$ cat src/rtl/cnpr_pkg.sv
`timescale 1ns / 1ps
`default_nettype none
package cnpr_pkg;

	// Gate configuration of the node.
	localparam int NUM_GATES = 4;
	localparam logic [3:0] GATE_MASK = 4'(((1 << NUM_GATES) - 1) & 15);

	// Depth of the response queue between the front and back parts.
	localparam int RESP_DEPTH = 2;
	localparam int RESP_PTR_W = (RESP_DEPTH > 1) ? $clog2(RESP_DEPTH) : 1;
	localparam int RESP_CNT_W = $clog2(RESP_DEPTH + 1);

	// Configuration register indexes.
	localparam logic [2:0] REG_MASTER_ADDRESS  = 3'd0;
	localparam logic [2:0] REG_ACK_CODE        = 3'd1;
	localparam logic [2:0] REG_NACK_CODE       = 3'd2;
	localparam logic [2:0] REG_CABINET_SHAPE   = 3'd3;
	localparam logic [2:0] REG_BOOT_PRODUCT_ID = 3'd4;

	// Command codes in the upper nibble of the command byte.
	localparam logic [3:0] CMD_ACTIVATE    = 4'd0;
	localparam logic [3:0] CMD_DEACTIVATE  = 4'd1;
	localparam logic [3:0] CMD_IDENTIFY    = 4'd2;
	localparam logic [3:0] CMD_SET_LED     = 4'd6;
	localparam logic [3:0] CMD_SET_PRODUCT = 4'd7;

	// Fixed response codes of the identify command.
	localparam logic [3:0] CODE_ID_ASSIGNED = 4'd3;
	localparam logic [3:0] CODE_ID_REFUSED  = 4'd4;

	// One response packet as queued between the front and back parts.
	typedef struct packed {
		logic [7:0]       master;
		logic [3:0]       code;
		logic             four;
		logic [3:0][7:0]  data;
		logic [3:0]       gates;
	} resp_t;

endpackage
`default_nettype wire

$ cat src/rtl/cnpr_front.sv
`timescale 1ns / 1ps
`default_nettype none
module cnpr_front
	import cnpr_pkg::*;
(
	input  wire logic       clk,
	input  wire logic       arst_n,
	input  wire logic       accept,
	input  wire logic [7:0] rx_byte,
	input  wire logic [3:0] gate_sense,
	input  wire logic       store_ok,
	input  wire logic       cfg_write,
	input  wire logic [2:0] cfg_index,
	input  wire logic [7:0] cfg_data,
	output logic            resp_push,
	output resp_t           resp
);

	logic [4:0] byte_count_q;
	logic [7:0] target_q;
	logic [7:0] command_q;
	logic [7:0] first_data_q;
	logic [7:0] node_id_q;
	logic [7:0] product_q;
	logic [3:0] driven_q;
	logic [7:0] master_q;
	logic [3:0] ack_code_q;
	logic [3:0] nack_code_q;
	logic [7:0] shape_q;

	logic [4:0] count_next;
	logic [7:0] cmd_byte;
	logic [7:0] fd;
	logic [3:0] cmd;
	logic       done;
	logic       match;
	logic [3:0] sensed;
	logic [1:0] low_gate;
	logic       resp_valid;
	logic [3:0] driven_next;
	logic [7:0] node_id_next;
	logic [7:0] product_next;

	// Framing view of the byte that arrives now.
	assign count_next = byte_count_q + 5'd1;
	assign cmd_byte   = (byte_count_q == 5'd1) ? rx_byte : command_q;
	assign fd         = (byte_count_q == 5'd2) ? rx_byte : first_data_q;
	assign cmd        = cmd_byte[7:4];
	assign done       = (count_next >= 5'd2) && (count_next == 5'd2 + {1'b0, cmd_byte[3:0]});
	assign match      = (target_q == node_id_q) || (target_q == 8'd0);
	assign sensed     = gate_sense & GATE_MASK;

	// Lowest sensed gate, the top gate when none below it is sensed.
	always_comb begin
		if (sensed[0]) begin
			low_gate = 2'd0;
		end else if (sensed[1]) begin
			low_gate = 2'd1;
		end else if (sensed[2]) begin
			low_gate = 2'd2;
		end else begin
			low_gate = 2'd3;
		end
	end

	// Classify the completed packet and build its response.
	always_comb begin
		resp_valid   = 1'b0;
		driven_next  = driven_q;
		node_id_next = node_id_q;
		product_next = product_q;
		resp.master  = master_q;
		resp.code    = ack_code_q;
		resp.four    = 1'b0;
		resp.data    = '0;
		resp.data[0] = node_id_q;
		resp.data[1] = {4'd0, cmd};
		if (match) begin
			case (cmd)
				CMD_ACTIVATE, CMD_DEACTIVATE: begin
					if (fd < 8'(NUM_GATES)) begin
						resp_valid = 1'b1;
						if (fd[7:2] == 6'd0) begin
							if (cmd == CMD_ACTIVATE) begin
								driven_next = (driven_q | (4'd1 << fd[1:0])) & GATE_MASK;
							end else begin
								driven_next = (driven_q & ~(4'd1 << fd[1:0])) & GATE_MASK;
							end
						end
					end
				end
				CMD_IDENTIFY: begin
					if (sensed != 4'd0 && driven_q == 4'd0) begin
						resp_valid   = 1'b1;
						resp.data[1] = {6'd0, low_gate};
						if (node_id_q == 8'd0) begin
							node_id_next = fd;
							resp.code    = CODE_ID_ASSIGNED;
							resp.four    = 1'b1;
							resp.data[0] = fd;
							resp.data[2] = shape_q;
							resp.data[3] = product_q;
						end else begin
							resp.code = CODE_ID_REFUSED;
						end
					end
				end
				CMD_SET_LED: begin
					resp_valid = 1'b1;
				end
				CMD_SET_PRODUCT: begin
					resp_valid   = 1'b1;
					product_next = fd;
					resp.code    = store_ok ? ack_code_q : nack_code_q;
				end
				default: begin
					resp_valid = 1'b0;
				end
			endcase
		end
		resp.gates = driven_next;
	end

	assign resp_push = accept && done && resp_valid;

	// Framing, node state and configuration registers.
	always_ff @(posedge clk or negedge arst_n) begin
		if (!arst_n) begin
			byte_count_q <= '0;
			target_q     <= '0;
			command_q    <= '0;
			first_data_q <= '0;
			node_id_q    <= '0;
			product_q    <= '0;
			driven_q     <= '0;
			master_q     <= '0;
			ack_code_q   <= 4'd8;
			nack_code_q  <= 4'd9;
			shape_q      <= '0;
		end else begin
			if (accept) begin
				if (done) begin
					byte_count_q <= '0;
					target_q     <= '0;
					command_q    <= '0;
					first_data_q <= '0;
					driven_q     <= driven_next;
					node_id_q    <= node_id_next;
					product_q    <= product_next;
				end else begin
					byte_count_q <= count_next;
					if (byte_count_q == 5'd0) begin
						target_q <= rx_byte;
					end
					if (byte_count_q == 5'd1) begin
						command_q <= rx_byte;
					end
					if (byte_count_q == 5'd2) begin
						first_data_q <= rx_byte;
					end
				end
			end
			if (cfg_write) begin
				case (cfg_index)
					REG_MASTER_ADDRESS:  master_q    <= cfg_data;
					REG_ACK_CODE:        ack_code_q  <= cfg_data[3:0];
					REG_NACK_CODE:       nack_code_q <= cfg_data[3:0];
					REG_CABINET_SHAPE:   shape_q     <= cfg_data;
					REG_BOOT_PRODUCT_ID: product_q   <= cfg_data;
					default: begin
					end
				endcase
			end
		end
	end

endmodule
`default_nettype wire

$ cat src/rtl/cnpr_queue.sv
`timescale 1ns / 1ps
`default_nettype none
module cnpr_queue
	import cnpr_pkg::*;
(
	input  wire logic  clk,
	input  wire logic  arst_n,
	input  wire logic  push,
	input  wire resp_t push_data,
	input  wire logic  pop,
	output resp_t      head,
	output logic       q_empty,
	output logic       q_full
);

	resp_t                  slots_q [RESP_DEPTH];
	logic [RESP_PTR_W-1:0]  wr_ptr_q;
	logic [RESP_PTR_W-1:0]  rd_ptr_q;
	logic [RESP_CNT_W-1:0]  count_q;

	assign head    = slots_q[rd_ptr_q];
	assign q_empty = (count_q == '0);
	assign q_full  = (count_q == RESP_CNT_W'(RESP_DEPTH));

	// Response storage.
	always_ff @(posedge clk) begin
		if (push) begin
			slots_q[wr_ptr_q] <= push_data;
		end
	end

	// Pointers and fill level.
	always_ff @(posedge clk or negedge arst_n) begin
		if (!arst_n) begin
			wr_ptr_q <= '0;
			rd_ptr_q <= '0;
			count_q  <= '0;
		end else begin
			if (push) begin
				wr_ptr_q <= (wr_ptr_q == RESP_PTR_W'(RESP_DEPTH - 1)) ? '0 : wr_ptr_q + 1'b1;
			end
			if (pop) begin
				rd_ptr_q <= (rd_ptr_q == RESP_PTR_W'(RESP_DEPTH - 1)) ? '0 : rd_ptr_q + 1'b1;
			end
			if (push && !pop) begin
				count_q <= count_q + 1'b1;
			end else if (pop && !push) begin
				count_q <= count_q - 1'b1;
			end
		end
	end

endmodule
`default_nettype wire

$ cat src/rtl/cnpr_back.sv
`timescale 1ns / 1ps
`default_nettype none
module cnpr_back
	import cnpr_pkg::*;
(
	input  wire logic  clk,
	input  wire logic  arst_n,
	input  wire resp_t head,
	input  wire logic  q_empty,
	output logic       q_pop,
	input  wire logic  pop,
	output logic       empty,
	output logic [7:0] tx_byte,
	output logic       tx_last,
	output logic [3:0] gate_drive
);

	logic [2:0] idx_q;
	logic       out_valid_q;
	logic [7:0] tx_byte_q;
	logic       tx_last_q;
	logic [3:0] gate_drive_q;

	logic       load;
	logic       last;
	logic [7:0] byte_sel;

	assign load = !q_empty && (!out_valid_q || pop);
	assign last = (idx_q == (head.four ? 3'd5 : 3'd3));

	// Byte of the head response at the current position.
	always_comb begin
		case (idx_q)
			3'd0:    byte_sel = head.master;
			3'd1:    byte_sel = {head.code, head.four ? 4'd4 : 4'd2};
			3'd2:    byte_sel = head.data[0];
			3'd3:    byte_sel = head.data[1];
			3'd4:    byte_sel = head.data[2];
			3'd5:    byte_sel = head.data[3];
			default: byte_sel = 8'd0;
		endcase
	end

	assign q_pop      = load && last;
	assign empty      = !out_valid_q;
	assign tx_byte    = tx_byte_q;
	assign tx_last    = tx_last_q;
	assign gate_drive = gate_drive_q;

	// Output register and byte position.
	always_ff @(posedge clk or negedge arst_n) begin
		if (!arst_n) begin
			idx_q        <= '0;
			out_valid_q  <= 1'b0;
			tx_byte_q    <= '0;
			tx_last_q    <= 1'b0;
			gate_drive_q <= '0;
		end else begin
			if (load) begin
				out_valid_q  <= 1'b1;
				tx_byte_q    <= byte_sel;
				tx_last_q    <= last;
				gate_drive_q <= head.gates;
				idx_q        <= last ? 3'd0 : idx_q + 3'd1;
			end else if (pop) begin
				out_valid_q <= 1'b0;
			end
		end
	end

endmodule
`default_nettype wire

$ cat src/rtl/cabinet_node_packet_responder.sv
// Channel   Handshake            Payload
// input     push / full          rx_byte, gate_sense, store_ok
// result    empty / pop          tx_byte, tx_last, gate_drive
// config    cfg_write            cfg_index, cfg_data
//
// One received byte is taken per cycle while full is low; the front part frames
// and executes the packet in the cycle its last byte arrives.
// Each response of four or six bytes goes to a two-entry response queue and
// leaves at one byte per cycle through the output register while pop is high.
// full is high while both queue entries hold responses; pop low stalls output.
// Reset is asynchronous; no clearing pass is needed afterward.
`timescale 1ns / 1ps
`default_nettype none
module cabinet_node_packet_responder
	import cnpr_pkg::*;
(
	input  wire logic       clk,
	input  wire logic       arst_n,
	input  wire logic       push,
	output logic            full,
	input  wire logic [7:0] rx_byte,
	input  wire logic [3:0] gate_sense,
	input  wire logic       store_ok,
	output logic            empty,
	input  wire logic       pop,
	output logic [7:0]      tx_byte,
	output logic            tx_last,
	output logic [3:0]      gate_drive,
	input  wire logic       cfg_write,
	input  wire logic [2:0] cfg_index,
	input  wire logic [7:0] cfg_data
);

	logic  accept;
	logic  resp_push;
	resp_t resp;
	resp_t head;
	logic  q_empty;
	logic  q_full;
	logic  q_pop;

	assign full   = q_full;
	assign accept = push && !q_full;

	// Packet framing and command execution.
	cnpr_front u_front (
		.clk        (clk),
		.arst_n     (arst_n),
		.accept     (accept),
		.rx_byte    (rx_byte),
		.gate_sense (gate_sense),
		.store_ok   (store_ok),
		.cfg_write  (cfg_write),
		.cfg_index  (cfg_index),
		.cfg_data   (cfg_data),
		.resp_push  (resp_push),
		.resp       (resp)
	);

	// Response queue.
	cnpr_queue u_queue (
		.clk       (clk),
		.arst_n    (arst_n),
		.push      (resp_push),
		.push_data (resp),
		.pop       (q_pop),
		.head      (head),
		.q_empty   (q_empty),
		.q_full    (q_full)
	);

	// Response serializer.
	cnpr_back u_back (
		.clk        (clk),
		.arst_n     (arst_n),
		.head       (head),
		.q_empty    (q_empty),
		.q_pop      (q_pop),
		.pop        (pop),
		.empty      (empty),
		.tx_byte    (tx_byte),
		.tx_last    (tx_last),
		.gate_drive (gate_drive)
	);

endmodule
`default_nettype wire

$ cat config.mk
export PLATFORM = sky130hd
export DESIGN_NAME = cabinet_node_packet_responder
export DESIGN_NICKNAME = d
export VERILOG_FILES = /design/src/rtl/cnpr_pkg.sv /design/src/rtl/cnpr_front.sv /design/src/rtl/cnpr_queue.sv /design/src/rtl/cnpr_back.sv /design/src/rtl/cabinet_node_packet_responder.sv
export SDC_FILE = /design/constraint.sdc
export NUM_CORES = 1
export LEC_CHECK = 0
export BUFFER_PORTS_ARGS = -buffer_cell sky130_fd_sc_hd__buf_2
export CAP_MARGIN = 20
export CORE_ASPECT_RATIO = 1.1
export CORE_MARGIN = 8
export CORE_UTILIZATION = 64
export DETAILED_ROUTE_END_ITERATION = 6
export PLACE_DENSITY = 0.83
export SLEW_MARGIN = 30
export SYNTH_ARGS = -nofsm -noshare
export SYNTH_HDL_FRONTEND = slang
export SYNTH_HIERARCHICAL = 1
export SYNTH_SLANG_ARGS = --single-unit
$ cat constraint.sdc
create_clock -name clk -period 9.61 [get_ports clk]
set_input_delay 1.4415 -clock clk [delete_from_list [all_inputs] [get_ports clk]]
set_output_delay 1.4415 -clock clk [all_outputs]
set_load 0.005 [all_outputs]
==> summary.txt <==
Yosys
  • Most numerous cell in the Yosys netlist: edfxtp_1
  • Top post-synthesis cells by area: edfxtp_1 32%, dfrtp_1 25%, mux2_4 8.0%
  • Synth Flop Type: edfxtp_1
  • Number of flops mapped to enable cells by yosys: 98
  • Top post-synthesis cells by count: 98 x edfxtp_1, 91 x dfrtp_1, 49 x mux2_4
  • Synth Register Bits: 192
  • Gate count of the mapped netlist: 669
  • Area share of the largest cell type after synthesis: 31.8%
  • Warnings from Yosys: 6
  • Yosys cell types: 72
  • Avg Cell Area, Syn: 13.8 um2
  • Share of flip-flops with an asynchronous set or reset: 49.0%
  • Synthesized area: 9250 um2
  • Sequential-to-total area share from yosys stat: 57.3%
  • Top cell type by total area after synthesis: edfxtp_1

Place
  • HPWL after DPL: 13,300 um
  • GP Congestion: 0.882
  • Port Buffers: 43

Cells and area
  • N_diodes: 0
  • Layout Nets: 747
  • Share of layout cells above drive strength 1: 26.8%
  • Layout overhead on the synthesized area: 9.16%
  • FILL cells: 966

Timing
  • Final hold viol count: 0
  • Slew HR: 37.5%
  • Worst Clk Skew: 0.00916 ns
  • Final Max Tran Viols: 0
  • Final setup viols: 0
  • Setup TNS: 0 ns
  • Post-layout min period: 4.35 ns
  • Tcrit/Tclk final: 45.3%
  • Actual slew at the worst max-slew pin: 0.938 ns
  • Fmax: 230 MHz
  • RSZ-0062 raised after global routing: no

Run status
  • Outcome: complete, no violations

CTS
  • Worst skew pair latency: 0.44 ns
  • Root Driver: clkbuf_16
  • CTS tree: done
  • CTS Buffer Depth: 2
  • Post-CTS Hold Fix Bufs: 0
  • Number of H-tree levels: 4
  • Cts repair resizes: 0
  • Sink Count: 192
  • Clock-pin slew on the worst setup and hold paths: 0.07 ns
  • CTS Buf Count: 17
  • Post-CTS Setup Repair Bufs: 0

Global routing
  • First-pass GRT wire length: 30,600 um
  • Pin count of the biggest net entering global routing: 77
  • Grt total ovfl: 0
  • Gr usage total: 21.8%
  • Vias in the first global route: 5,782
  • Initial antenna violation count: 0

Floorplanning
  • Die area: 18,600 um2
  • IO Count: 44
  • Die width: 131 um
  • Core footprint: 14,300 um2
  • Initial cell density of the core: 64.8%
  • Std cell rows: 46
  • Die H: 142 um

Critical path
  • CP Buf/Inv Count: 2
  • Crit path max fanout: 44
  • Critical path startpoint category: flop
  • CP Capture Type: flop
  • WS Path Type: reg2reg
  • Top Family by Delay on Critical Path: simple AND/OR/NAND/NOR gates
  • Crit-path cells: inv_1, ha_1, nor4b_4, mux2_2, ha_1, xor2_1, xnor2_1, xnor2_1, nor4_4, and3_1, nor2b_4, buf_4
  • Critical path required time: 9.69 ns
  • CP peak stage delay: 0.65 ns
  • Arr. time, crit path: 4.43 ns
  • Critical-path top delay cell: nor4b_4

Job
  • Max-cap violation count: 0

Route
  • DR WL/cell: 20.9 um
  • Drt first-iter violations: 577
  • Routed wire length: 19,000 um
  • Via/cell ratio: 6.27
  • Vias: 5,716
  • DRC violation count after routing: 0
  • Initial DRT Pass Iterations: 5
  • Antenna viol nets, final: 0

Pwr
  • Pwr dens: 284 nW/um2
  • Leak Pwr: 0.00430 uW
  • Peak VDD IR: 0.143 mV
  • Total power: 2870 uW

Hold path
  • Worst Hold Class: reg2reg
==> worst register-to-register path, stage by stage, from the launching register on <==
cell,delay [ns]
dfrtp_1,0.45
inv_1,0.14
ha_1,0.21
nor4b_4,0.65
mux2_2,0.46
ha_1,0.21
xor2_1,0.15
xnor2_1,0.16
xnor2_1,0.17
nor4_4,0.27
and3_1,0.30
nor2b_4,0.27
buf_4,0.52
==> per-stage QoR <==
stage          utilization [%]  instance area [um2]  setup slack, ns  hold WS (ns)  std cells
2_1_floorplan                -                 9260             3.56         0.438        672
3_3_place_gp              66.6                 9500             4.99         0.453        879
3_5_place_dp              66.7                 9520             5.30         0.464        880
4_1_cts                   70.6                10100             5.29         0.479        912
5_1_grt                   70.7                10100             4.96         0.493        912
6_report                  70.7                10100             5.26         0.482        912
==> placed cells by master (no fill, tap or decap), types with 4 or more instances in the layout <==
cell type	synthesis	routed
nand3_1	9	9
a22o_1	14	14
nor4b_1	4	4
o211ai_1	4	4
o21ai_0	19	19
nand3b_1	4	4
o21bai_1	15	15
mux2i_1	18	18
o22ai_1	10	10
mux2_4	49	49
a32oi_1	5	5
nand2b_1	6	6
and2_1	18	17
conb_1	1	4
clkbuf_16	0	17
nor3_1	7	7
xnor2_1	6	6
a31oi_1	4	4
a22oi_1	5	5
ha_1	11	11
a41o_1	8	8
buf_4	10	8
nand2_1	36	36
edfxtp_1	98	98
buf_2	4	42
nor4_1	6	6
inv_1	22	22
a21oi_1	18	18
or4_1	4	4
nor2b_1	5	4
a21o_1	6	6
dfrtp_1	91	90
xor2_1	15	15
mux2_2	45	45
nor2_1	15	15
==> where the power goes <==
part           internal [uW]  switching (uW)  total [uW]  leakage (uW)
sequential              1040             133        1170       0.00216
combinational            456             562        1020       0.00186
clock                    375             306         681      0.000277
==> final timing paths <==
path	from	endpoint	slack (ns)	cells after the start
worst max register to register	u_front/byte_count_q[1]	u_queue/slots_q[0][10]	5.26	12
max in group asynchronous	arst_n	u_front/nack_code_q[2]	7.78	2
worst min-delay path	u_front/master_q[5]	u_queue/slots_q[0][46]	0.48	0
min in group asynchronous	arst_n	u_back/idx_q[0]	0.87	1
worst max-delay path	u_front/byte_count_q[1]	u_queue/slots_q[0][10]	5.26	12
worst min register to register	u_front/master_q[5]	u_queue/slots_q[0][46]	0.48	0
==> layer usage <==
layer  wire [um]  up-vias  GRT usage, %
met1        7850     2869          27.5
met2        9600      226          35.4
met3        1170       27          5.51
met5           0        -             0
met4         395        0          8.05
li1            -     2594             -
==> sequential cells by signal, indices dropped and copies added, names as in the netlist <==
name and count:
u_front/byte_count_q 5, u_front/product_q 8, u_back/tx_byte 8, u_front/nack_code_q 4
u_front/first_data_q 8, u_front/driven_q 4, u_front/node_id_q 8, u_back/tx_last 1
u_queue/slots_q 98, u_front/ack_code_q 4, u_queue/count_q 2, u_queue/rd_ptr_q 1
u_front/command_q 8, u_back/out_valid_q 1, u_front/shape_q 8, u_front/target_q 8
u_queue/wr_ptr_q 1, u_front/master_q 8, u_back/idx_q 3, u_back/gate_drive 4
==> layout make-up <==
cell class / instances / area (um2) / share of cell area (%)
inverter: 22 / 82.6 / 0.818
clock buffer: 22 / 464 / 4.60
clock inverter: 10 / 103 / 1.02
tap: 192 / 240 / 2.38
timing repair buffer: 52 / 293 / 2.90
multi-input combinational: 422 / 3610 / 35.8
sequential: 192 / 5300 / 52.5
==> kinds of logic after synthesis <==
kind of cell | count (synthesis) | share of synthesized area (%)
flops | 192 | 57.3
simple gates | 138 | 8.88
compound gates | 134 | 10.7
mux | 114 | 15.6
buf+inv | 58 | 3.94
xor+xnor | 21 | 1.99
fa+ha+maj | 11 | 1.49
other cells | 1 | 0.0406
Power figures use the tool's default switching activity.
